==> config.mk <==
export PLATFORM = sky130hd
export DESIGN_NAME = gyro_autorange_scaler_core
export DESIGN_NICKNAME = d
export VERILOG_FILES = /design/src/sv/gar_pkg.sv /design/src/sv/gar_lane.sv /design/src/sv/gar_range.sv /design/src/sv/gyro_autorange_scaler_core.sv
export SDC_FILE = /design/constraint.sdc
export NUM_CORES = 2
export LEC_CHECK = 0
export ABC_AREA = 1
export BUFFER_PORTS_ARGS = -buffer_cell sky130_fd_sc_hd__buf_4
export CORE_UTILIZATION = 25
export CTS_BUF_LIST = sky130_fd_sc_hd__clkbuf_16
export DETAILED_ROUTE_END_ITERATION = 10
export SETUP_SLACK_MARGIN = 0.2
export SYNTH_ARGS = -nofsm -noshare
export SYNTH_HDL_FRONTEND = slang
export SYNTH_SLANG_ARGS = --single-unit
==> constraint.sdc <==
create_clock -name i_clk -period 8.1 [get_ports i_clk]
set_input_delay 0.81 -clock i_clk [delete_from_list [all_inputs] [get_ports i_clk]]
set_output_delay 0.81 -clock i_clk [all_outputs]
set_load 0.05 [all_outputs]
==> src/sv/gar_pkg.sv <==
`timescale 1ns / 1ps

package gar_pkg;

    localparam int AXIS_MAX = 3;

    localparam int RAW_W   = 16;
    localparam int RATE_W  = 24;
    localparam int SCALE_W = 24;
    localparam int LIMIT_W = 15;
    localparam int RANGE_W = 2;
    localparam int CFG_IDX_W  = 3;
    localparam int CFG_DATA_W = 24;

    localparam logic [RANGE_W-1:0] RANGE_250  = 2'd0;
    localparam logic [RANGE_W-1:0] RANGE_500  = 2'd1;
    localparam logic [RANGE_W-1:0] RANGE_2000 = 2'd2;
    localparam logic [RANGE_W-1:0] RANGE_BAD  = 2'd3;

    localparam logic [CFG_IDX_W-1:0] REG_AUTO_EN    = 3'd0;
    localparam logic [CFG_IDX_W-1:0] REG_INIT_RANGE = 3'd1;
    localparam logic [CFG_IDX_W-1:0] REG_SCALE_LOW  = 3'd2;
    localparam logic [CFG_IDX_W-1:0] REG_SCALE_MID  = 3'd3;
    localparam logic [CFG_IDX_W-1:0] REG_SCALE_HIGH = 3'd4;
    localparam logic [CFG_IDX_W-1:0] REG_SAT_LIMIT  = 3'd5;
    localparam logic [CFG_IDX_W-1:0] REG_DOWN_HIGH  = 3'd6;
    localparam logic [CFG_IDX_W-1:0] REG_DOWN_MID   = 3'd7;

    localparam logic [SCALE_W-1:0] SCALE_LOW_RST  = 24'd655910;
    localparam logic [SCALE_W-1:0] SCALE_MID_RST  = 24'd1311820;
    localparam logic [SCALE_W-1:0] SCALE_HIGH_RST = 24'd5247280;
    localparam logic [LIMIT_W-1:0] SAT_LIMIT_RST  = 15'd28571;
    localparam logic [LIMIT_W-1:0] DOWN_HIGH_RST  = 15'd7142;
    localparam logic [LIMIT_W-1:0] DOWN_MID_RST   = 15'd14704;

    typedef struct packed {
        logic signed [RAW_W-1:0] x_raw;
        logic signed [RAW_W-1:0] y_raw;
        logic signed [RAW_W-1:0] z_raw;
    } t_in_item;

    typedef struct packed {
        logic signed [RATE_W-1:0] x_rate;
        logic signed [RATE_W-1:0] y_rate;
        logic signed [RATE_W-1:0] z_rate;
        logic [RANGE_W-1:0]       range_used;
        logic [RANGE_W-1:0]       range_next;
        logic                     range_changed;
    } t_out_item;

    // What one lane reports to the range unit.
    typedef struct packed {
        logic over_sat;
        logic inside_down;
    } t_lane_flags;

    // Pipeline load strobes shared by all lanes.
    typedef struct packed {
        logic load1;
        logic load2;
    } t_pipe_ctl;

endpackage

==> src/sv/gar_lane.sv <==
`timescale 1ns / 1ps

module gar_lane (
    input  logic                              i_clk,
    input  gar_pkg::t_pipe_ctl                i_ctl,
    input  logic signed [gar_pkg::RAW_W-1:0]  i_raw,
    input  logic [gar_pkg::LIMIT_W-1:0]       i_sat_limit,
    input  logic [gar_pkg::LIMIT_W-1:0]       i_down_limit,
    input  logic [gar_pkg::SCALE_W-1:0]       i_scale,
    output gar_pkg::t_lane_flags              o_flags,
    output logic signed [gar_pkg::RATE_W-1:0] o_rate
);
    import gar_pkg::*;

    localparam int PROD_W = RAW_W + SCALE_W + 1;

    logic signed [RAW_W:0]    w_v;
    logic signed [RAW_W:0]    w_sat;
    logic signed [RAW_W:0]    w_down;
    logic signed [RAW_W-1:0]  r_raw;
    logic signed [PROD_W-1:0] w_prod;
    logic signed [RATE_W-1:0] r_rate;

    assign w_v    = {i_raw[RAW_W-1], i_raw};
    assign w_sat  = {2'b00, i_sat_limit};
    assign w_down = {2'b00, i_down_limit};

    assign o_flags.over_sat    = (w_v > w_sat) || (w_v < -w_sat);
    assign o_flags.inside_down = (w_v < w_down) && (w_v > -w_down);

    // Scale is unsigned; the arithmetic shift by 16 is floor rounding.
    assign w_prod = PROD_W'(r_raw) * PROD_W'($signed({1'b0, i_scale}));

    always_ff @(posedge i_clk) begin
        if (i_ctl.load1) begin
            r_raw <= i_raw;
        end
        if (i_ctl.load2) begin
            r_rate <= w_prod[RATE_W+15:16];
        end
    end

    assign o_rate = r_rate;

endmodule

==> src/sv/gar_range.sv <==
`timescale 1ns / 1ps

module gar_range (
    input  logic                          i_clk,
    input  logic                          i_rst_n,
    input  logic                          i_load,
    input  logic [gar_pkg::RANGE_W-1:0]   i_load_value,
    input  logic                          i_accept,
    input  logic                          i_auto_en,
    input  gar_pkg::t_lane_flags          i_flags [gar_pkg::AXIS_MAX],
    output logic [gar_pkg::RANGE_W-1:0]   o_range,
    output logic [gar_pkg::RANGE_W-1:0]   o_next,
    output logic                          o_changed
);
    import gar_pkg::*;

    logic [RANGE_W-1:0] r_range;
    logic [RANGE_W-1:0] n_range;
    logic               w_any_sat;
    logic               w_all_inside;

    always_comb begin
        w_any_sat    = 1'b0;
        w_all_inside = 1'b1;
        for (int i = 0; i < AXIS_MAX; i++) begin
            w_any_sat    = w_any_sat | i_flags[i].over_sat;
            w_all_inside = w_all_inside & i_flags[i].inside_down;
        end
    end

    always_comb begin
        n_range = r_range;
        if (i_auto_en) begin
            if (w_any_sat) begin
                unique case (r_range)
                    RANGE_250: n_range = RANGE_500;
                    RANGE_500: n_range = RANGE_2000;
                    default:   n_range = r_range;
                endcase
            end else if (w_all_inside) begin
                unique case (r_range)
                    RANGE_2000: n_range = RANGE_500;
                    RANGE_500:  n_range = RANGE_250;
                    default:    n_range = r_range;
                endcase
            end
        end
    end

    always_ff @(posedge i_clk) begin
        if (!i_rst_n) begin
            r_range <= RANGE_250;
        end else if (i_load) begin
            r_range <= (i_load_value == RANGE_BAD) ? RANGE_2000 : i_load_value;
        end else if (i_accept) begin
            r_range <= n_range;
        end
    end

    assign o_range   = r_range;
    assign o_next    = n_range;
    assign o_changed = (n_range != r_range);

endmodule

==> src/sv/gyro_autorange_scaler_core.sv <==
`timescale 1ns / 1ps
// Three-axis gyro rate scaler with automatic range selection.
// Input channel: i_in_valid / o_in_stall carry one raw x/y/z sample per item.
// Output channel: o_out_valid / i_out_stall carry the signed 24-bit rates, the
// range that scaled the sample, the next sample's range and a range-step flag.
// Config: write i_cfg_wdata to register i_cfg_index when i_cfg_wr_en is high;
// writing the initial-range register loads the current range (code 3 -> 2000).
// Throughput: one item per cycle while the output is not stalled. Each axis
// lane compares its sample against the limits as it is accepted, and the range
// register moves in that same cycle, so the next item already sees the new
// range. An accepted item passes the capture stage, then the 16x24 multiply
// stage per lane (raw sample times the unsigned Q8.16 scale).
// Reset: synchronous, active low; pipeline empties, range goes to 250 dps
// and the configuration registers return to their defaults.
// Stall: the output register holds its item while i_out_stall is high; an
// empty capture stage still takes one more item, after which o_in_stall rises.
module gyro_autorange_scaler_core #(
    parameter int AXIS_COUNT = 3
) (
    input  logic                             i_clk,
    input  logic                             i_rst_n,
    input  logic                             i_in_valid,
    output logic                             o_in_stall,
    input  gar_pkg::t_in_item                i_in_item,
    output logic                             o_out_valid,
    input  logic                             i_out_stall,
    output gar_pkg::t_out_item               o_out_item,
    input  logic                             i_cfg_wr_en,
    input  logic [gar_pkg::CFG_IDX_W-1:0]    i_cfg_index,
    input  logic [gar_pkg::CFG_DATA_W-1:0]   i_cfg_wdata
);
    import gar_pkg::*;

    logic               r_auto_en;
    logic [SCALE_W-1:0] r_scale_low;
    logic [SCALE_W-1:0] r_scale_mid;
    logic [SCALE_W-1:0] r_scale_high;
    logic [LIMIT_W-1:0] r_sat_limit;
    logic [LIMIT_W-1:0] r_down_high;
    logic [LIMIT_W-1:0] r_down_mid;

    logic               r_v1;
    logic               r_v2;
    logic [SCALE_W-1:0] r_scale1;
    logic [RANGE_W-1:0] r_used1;
    logic [RANGE_W-1:0] r_next1;
    logic               r_changed1;
    logic [RANGE_W-1:0] r_used2;
    logic [RANGE_W-1:0] r_next2;
    logic               r_changed2;

    logic               w_load1;
    logic               w_load2;
    logic               w_accept;
    t_pipe_ctl          w_ctl;

    logic [RANGE_W-1:0] w_range;
    logic [RANGE_W-1:0] w_next;
    logic               w_changed;
    logic [SCALE_W-1:0] w_scale;
    logic [LIMIT_W-1:0] w_down;

    logic signed [RAW_W-1:0]  w_raw  [AXIS_MAX];
    logic signed [RATE_W-1:0] w_rate [AXIS_MAX];
    t_lane_flags              w_flags[AXIS_MAX];

    // Configuration registers
    always_ff @(posedge i_clk) begin
        if (!i_rst_n) begin
            r_auto_en    <= 1'b0;
            r_scale_low  <= SCALE_LOW_RST;
            r_scale_mid  <= SCALE_MID_RST;
            r_scale_high <= SCALE_HIGH_RST;
            r_sat_limit  <= SAT_LIMIT_RST;
            r_down_high  <= DOWN_HIGH_RST;
            r_down_mid   <= DOWN_MID_RST;
        end else if (i_cfg_wr_en) begin
            unique case (i_cfg_index)
                REG_AUTO_EN:    r_auto_en    <= i_cfg_wdata[0];
                REG_INIT_RANGE: ; // handled by the range unit
                REG_SCALE_LOW:  r_scale_low  <= i_cfg_wdata[SCALE_W-1:0];
                REG_SCALE_MID:  r_scale_mid  <= i_cfg_wdata[SCALE_W-1:0];
                REG_SCALE_HIGH: r_scale_high <= i_cfg_wdata[SCALE_W-1:0];
                REG_SAT_LIMIT:  r_sat_limit  <= i_cfg_wdata[LIMIT_W-1:0];
                REG_DOWN_HIGH:  r_down_high  <= i_cfg_wdata[LIMIT_W-1:0];
                REG_DOWN_MID:   r_down_mid   <= i_cfg_wdata[LIMIT_W-1:0];
                default: ;
            endcase
        end
    end

    // Handshake: output register frees when empty or taken
    assign w_load2    = !r_v2 || !i_out_stall;
    assign w_load1    = !r_v1 || w_load2;
    assign w_accept   = i_in_valid && w_load1;
    assign o_in_stall = !w_load1;

    assign w_ctl.load1 = w_accept;
    assign w_ctl.load2 = w_load2 && r_v1;

    always_comb begin
        case (w_range)
            RANGE_250: w_scale = r_scale_low;
            RANGE_500: w_scale = r_scale_mid;
            default:   w_scale = r_scale_high;
        endcase
    end

    assign w_down = (w_range == RANGE_2000) ? r_down_high : r_down_mid;

    assign w_raw[0] = i_in_item.x_raw;
    assign w_raw[1] = i_in_item.y_raw;
    assign w_raw[2] = i_in_item.z_raw;

    for (genvar g = 0; g < AXIS_MAX; g++) begin : g_lane
        if (g < AXIS_COUNT) begin : g_on
            gar_lane u_lane (
                .i_clk       (i_clk),
                .i_ctl       (w_ctl),
                .i_raw       (w_raw[g]),
                .i_sat_limit (r_sat_limit),
                .i_down_limit(w_down),
                .i_scale     (r_scale1),
                .o_flags     (w_flags[g]),
                .o_rate      (w_rate[g])
            );
        end else begin : g_off
            // absent axis: neutral for ranging, rate reads zero
            assign w_flags[g].over_sat    = 1'b0;
            assign w_flags[g].inside_down = 1'b1;
            assign w_rate[g]              = '0;
        end
    end

    gar_range u_range (
        .i_clk       (i_clk),
        .i_rst_n     (i_rst_n),
        .i_load      (i_cfg_wr_en && (i_cfg_index == REG_INIT_RANGE)),
        .i_load_value(i_cfg_wdata[RANGE_W-1:0]),
        .i_accept    (w_accept),
        .i_auto_en   (r_auto_en),
        .i_flags     (w_flags),
        .o_range     (w_range),
        .o_next      (w_next),
        .o_changed   (w_changed)
    );

    always_ff @(posedge i_clk) begin
        if (!i_rst_n) begin
            r_v1 <= 1'b0;
            r_v2 <= 1'b0;
        end else begin
            if (w_load1) begin
                r_v1 <= i_in_valid;
            end
            if (w_load2) begin
                r_v2 <= r_v1;
            end
        end
    end

    always_ff @(posedge i_clk) begin
        if (w_ctl.load1) begin
            r_scale1   <= w_scale;
            r_used1    <= w_range;
            r_next1    <= w_next;
            r_changed1 <= w_changed;
        end
        if (w_ctl.load2) begin
            r_used2    <= r_used1;
            r_next2    <= r_next1;
            r_changed2 <= r_changed1;
        end
    end

    assign o_out_valid              = r_v2;
    assign o_out_item.x_rate        = w_rate[0];
    assign o_out_item.y_rate        = w_rate[1];
    assign o_out_item.z_rate        = w_rate[2];
    assign o_out_item.range_used    = r_used2;
    assign o_out_item.range_next    = r_next2;
    assign o_out_item.range_changed = r_changed2;

endmodule

; After elaboration in Yosys (flattened, before gate mapping)
; Cells that the tools add are included.
[word_totals]
regBits = 276
out_inout_bits = 79
wordCells = 90
[classes]
add_sub_neg = 2
multipliers = 3
magnitude_cmp = 12
eq_ne = 11
muxes = 10
bitwise = 4
reduce_logical = 25
[op_table]
columns = op, n
row1 = 16-bit by 25-bit multiplier with 40-bit output, 3
row2 = 16-bit by 17-bit > comparator with 1-bit output, 3
row3 = 16-bit by 17-bit less-than comparator with 1-bit output, 3
row4 = 16-bit > comparator, 3
row5 = 16-bit less-than comparator, 3
row6 = 24-bit one-hot mux with 2 select lines, 1
row7 = 15-bit negation with 17-bit output, 2
row8 = 15-bit two-way mux, 1
row9 = 2-bit AND reduction, 7
row10 = "3-bit == test, second input constant", 4
row11 = 2-bit two-way mux, 6
row12 = 2-bit one-hot mux with 2 select lines, 2
row13 = "3-bit by 2-bit == test with 1-bit output, second input constant", 2
row14 = 1-bit logical AND, 6
row15 = 1-bit logical OR, 5
row16 = "2-bit == test, second input constant", 2
row17 = 1-bit zero test, 4
row18 = "3-bit by 1-bit == test with 1-bit output, second input constant", 1
row19 = 3-bit zero test, 1
row20 = 1-bit AND, 2
row21 = "2-bit by 1-bit == test with 1-bit output, second input constant", 1
row22 = 2-bit zero test, 1
row23 = 2-bit != test, 1
row24 = 1-bit bitwise OR, 2
row25 = 2-bit nonzero test, 1

; Depth between registers and ports, before layout
[depth]
ltp_word = 12
mapped_depth = 32
ltp_nobuf = 31

; Modules after synthesis
; From an unflattened synthesis, not the netlist that was laid out.
[unflattened]
cells_unflattened = 7431
hier_area_um2 = 56316.5
[modules_own_cells]
columns = module, n_inst, cells_per_inst, area_per_inst_um2, seq_area_each_um2
row1 = gar_lane (g_lane[1].g_on.u_lane), 1, 2187, 16600.9, 1201.2
row2 = gar_lane (g_lane[2].g_on.u_lane), 1, 2187, 16597.2, 1201.2
row3 = gar_lane (g_lane[0].g_on.u_lane), 1, 2173, 16538.4, 1201.2
row4 = gyro_autorange_scaler_core, 1, 839, 6286.0, 3423.3
row5 = gar_range, 1, 45, 294.0, 40.0

; Worst setup path before layout
; Ideal clock, no wire load.
[synth_path]
path_kind = flip-flop to flip-flop
from = register r_scale1[13]
to = register g_lane[0].g_on.u_lane.r_rate[16] (data pin)
arrival_time_ns = 5.766
required_time_ns = 7.838
setup_slack_ns = 2.072
path_stages_with_launch = 27
n_path_buf = 2
period_less_slack_ns = 6.028
cell_sequence = edfxtp_1 > clkbuf_1 > buf_1 > nand2_1 > fa_1 > inv_1 > fa_1 > inv_1 > fa_1 > inv_1 > fa_1 > fa_1 > inv_1 > fa_1 > inv_1 > ha_1 > a21oi_1 > inv_1 > nor2_1 > nor2_1 > nor3_1 > nand2_1 > a21oi_1 > o21ai_1 > a21oi_1 > o21ai_1 > xor2_1
[synth_between]
elab_chain_len = 1
[synth_rtl]
columns = element, line
row1 = from (decl), gyro_autorange_scaler_core.sv:44  ; logic [SCALE_W-1:0] r_scale1;
row2 = from (signal assigned), gyro_autorange_scaler_core.sv:164  ; r_scale1 <= w_scale;
row3 = 16-bit by 25-bit multiplier with 40-bit output, gar_lane.sv:32  ; assign w_prod = PROD_W'(r_raw) * PROD_W'($signed({1'b0, i_scale}));
row4 = named net g_lane[0].g_on.u_lane.w_prod[32], gar_lane.sv:21  ; logic signed [PROD_W-1:0] w_prod;
row5 = to (signal assigned), gar_lane.sv:39  ; r_rate <= w_prod[RATE_W+15:16];
row6 = to (decl), gar_lane.sv:22  ; logic signed [RATE_W-1:0] r_rate;
; The timed path passes the listed nets, and every way through them passes these cells.
; A chain may end at the register's enable or synchronous reset.

; Worst setup path after layout
[layout_path]
from = register r_scale1[9]
to = register g_lane[1].g_on.u_lane.r_rate[22] (data pin)
[layout_between]
elab_chain_len = 1
[layout_rtl]
columns = element, line
row1 = 16-bit by 25-bit multiplier with 40-bit output, gar_lane.sv:32
row2 = named net g_lane[1].g_on.u_lane.w_prod[38], gar_lane.sv:21
row3 = to (signal assigned), gar_lane.sv:39
row4 = to (decl), gar_lane.sv:22
; The timed path passes the listed nets, and every way through them passes these cells.

==> results.json <==
{
  "outcome": "completed",
  "async_reset_ff_share_pct": 0,
  "r2r_setup_slack_ps": 980,
  "cts-hold-fix-buffers": 0,
  "yosysUniqueCellTypes": 58,
  "synthesis.instances": 6841,
  "gpl.final_weighted_congestion": 0.895,
  "hold_viol": 0,
  "clk_latency_ps": 670,
  "maxCapViolCount": 0,
  "worst_slew_margin_rel_pct": 8.48,
  "report.final.slew_viol_count": 0,
  "clock_path_buffers": 3,
  "cts_post_setup_buffers_inserted": 0,
  "grt_first_pass_wirelength_um": 256000,
  "portBuffers": 158,
  "setup_viol": 0,
  "chipHeight_um": 466,
  "final.period_utilization_pct": 87.9,
  "ctsRootBufferMaster": "clkbuf_16",
  "timing.critical_path.required_ps": 8530,
  "core_region_area_mm2": 0.213,
  "via_count_of_the_first_global_routing_pass": 45999,
  "fin_crit_ps": 7120,
  "tritoncts": "yes",
  "netlist.area_leader.share_pct": 34.1,
  "syn_to_final_growth_pct": 9.92,
  "critical_path_arrival_ps": 7550,
  "avgRoutedWirePerCell_um": 16.7,
  "die_area_mm2": 0.217,
  "post_route_cells_drive_above_1_share_pct": 4.38,
  "postRouteWirelength_um": 161000,
  "fin_tns_setup_ps": 0,
  "fillers": 23077,
  "multi_input_area_mm2": 0.0385,
  "timing.rr.start": "r_scale1[9]",
  "netlist_area_mm2": 0.0537,
  "num_ports": 159,
  "unrepaired_setup_endpoints_after_global_routing": "false",
  "core.rowCount": 169,
  "synth_enable_flop_cells": 154,
  "antennaDiodeCount": 0,
  "critical_path.max_fanout": 24,
  "grt.total_usage_pct": 15.0,
  "post_drt_via_cell_ratio": 4.48,
  "layout_common_cells": "inv_1, nand2_1, fa_1, ha_1, nor2_1",
  "synthesis.area_per_instance_um2": 7.85,
  "cts_sinks": 276,
  "num_vias": 43356,
  "crit_start": "r_scale1[9]",
  "ys_seq_area_share_pct": 13.2,
  "ctsResizeCount": 0,
  "worst_hold_path_type": "input port to flop",
  "post-synth-top-area-cell": "fa_1",
  "dr.first_iter.drc_count": 2984,
  "chipWidth_um": 466,
  "leading_cell_type_in_the_layout_fill_and_taps_excluded": "inv_1",
  "path_clk_slew_ps": 80,
  "critPathKind": "flop to flop",
  "clock_buffer_count_from_cts": 31,
  "crit_path_end": "g_lane[1].g_on.u_lane.o_rate[22]",
  "synthesized_flop_and_latch_total": 276,
  "first_pass_iters": 6,
  "max_freq_mhz": 140,
  "netlist_top_cells_area": "fa_1, ha_1, inv_1",
  "timing_worst_slew_pin_value_ps": 1370,
  "antenna_violations_before_repair": 6,
  "reg2reg_path_depth": 21,
  "drc": 0,
  "pin_count_of_the_biggest_net_entering_global_routing": 120,
  "number_of_warnings_printed_during_yosys_synthesis": 0,
  "fin_nets": 8418,
  "setup.worst_path.start_class": "flop",
  "crit-reg2reg-capture": "g_lane[1].g_on.u_lane.o_rate[22]",
  "drt.antenna.violating_nets": 0,
  "start_util_pct": 25.3,
  "overflow": 0,
  "finalClockSkew_ps": 58.3,
  "mappedNetlistNets": 8418,
  "detailed_place_hpwl_um": 126000,
  "cts.htree.levels": 1,
  "synth_flop_cell": "edfxtp_1",
  "endpoint_class_of_the_critical_path": "flop",
  "holdCritStartpoint": "i_in_item[16]",
  "seq_area_mm2": 0.00707
}
## logic make-up (layout without fill, tap and decap cells)
family                     Yosys count  after routing  share of synthesized area (%)
AOI/OAI and AO/OA                  538            538                           5.68
adders and majority gates         1497           1497                           47.7
buffers and inverters             2179           2204                           15.3
and+or+nand+nor                   2240           2240                           16.4
xor gates and xnor gates           108            108                           1.76
muxes                                3              3                          0.102
DFF                                276            276                           13.2
## stage by stage
step	hold slack, ps	cell area, µm²	util [%]	instances	worst slack (ps)
2_1_floorplan	400	53700	-	6841	2070
3_3_place_gp	418	58100	27.3	9629	1050
3_5_place_dp	411	58100	27.3	9629	1000
4_1_cts	339	59000	27.8	9687	985
5_1_grt	342	59000	27.8	9687	636
6_report	375	59000	27.8	9687	979
## critical path: stages (launching register included)
cell and delay [ps]:
edfxtp_1 1050, buf_4 480, nand2_1 140, fa_1 550, fa_1 580, fa_1 470
fa_1 550, inv_1 50, fa_1 490, fa_1 440, ha_1 370, nand2_1 120
nor2_1 160, nand4_1 140, nor2_1 120, o21ai_1 80, nand2b_1 210, a21boi_1 170
o21ai_1 380, nand3_1 130, nand2_1 100, xor2_1 70
## cells in the mapped netlist, types with 3 or more instances
master and count:
a211oi_1 3, a21o_1 15, a21oi_1 230, a22oi_1 24, a31oi_1 24, and3_1 4, buf_1 42, buf_6 3
clkbuf_1 215, dfxtp_1 122, edfxtp_1 154, fa_1 915, ha_1 582, inv_1 1910, inv_2 5, nand2_1 1666
nand3_1 98, nand3b_1 4, nand4_1 31, nor2_1 385, nor3_1 30, nor3_2 3, nor4_1 6, o2111ai_1 3
o211ai_1 24, o21a_1 20, o21ai_0 139, o21ai_1 27, o21bai_1 10, o31ai_1 5, xnor2_1 29, xor2_1 79
## sequential cells by signal, summed over array words and instances, names as in the netlist, 15 cells and up
signal,cells
r_sat_limit,15
r_scale_high,24
r_down_mid,15
r_scale_mid,24
r_down_high,15
g_lane.g_on.u_lane.r_raw,48
g_lane.g_on.u_lane.o_rate,72
r_scale1,24
r_scale_low,24
## cell type report
cell class / instances / area share (%)
tap: 2821 / 5.98
clock buffer: 32 / 1.36
sequential: 276 / 12.0
inverter: 1917 / 12.2
timing repair buffer: 229 / 3.12
clock inverter: 26 / 0.259
multi-input combinational: 4386 / 65.1
## per-layer routing
layer	wire length, µm	share of wire [%]	GRT usage [%]
met1	69300	43	19.5
met2	75700	47	25.3
met3	11100	6.9	2.17
met4	5310	3.3	4.78
met5	37	0.023	0
## worst min-delay path by stage
stage	slack (ps)	cells past startpoint	endpoint
after global routing	340	1	g_lane[1].g_on.u_lane.r_raw[0]
after CTS	340	1	g_lane[1].g_on.u_lane.r_raw[0]
final	380	1	g_lane[1].g_on.u_lane.r_raw[0]
after floorplan	400	0	r_changed2
after global placement	420	0	r_next2[0]
after detailed placement	410	0	r_next2[1]
Power is not shown: default switching activity piles up to over one toggle a cycle in this logic, so the estimate is an artifact.
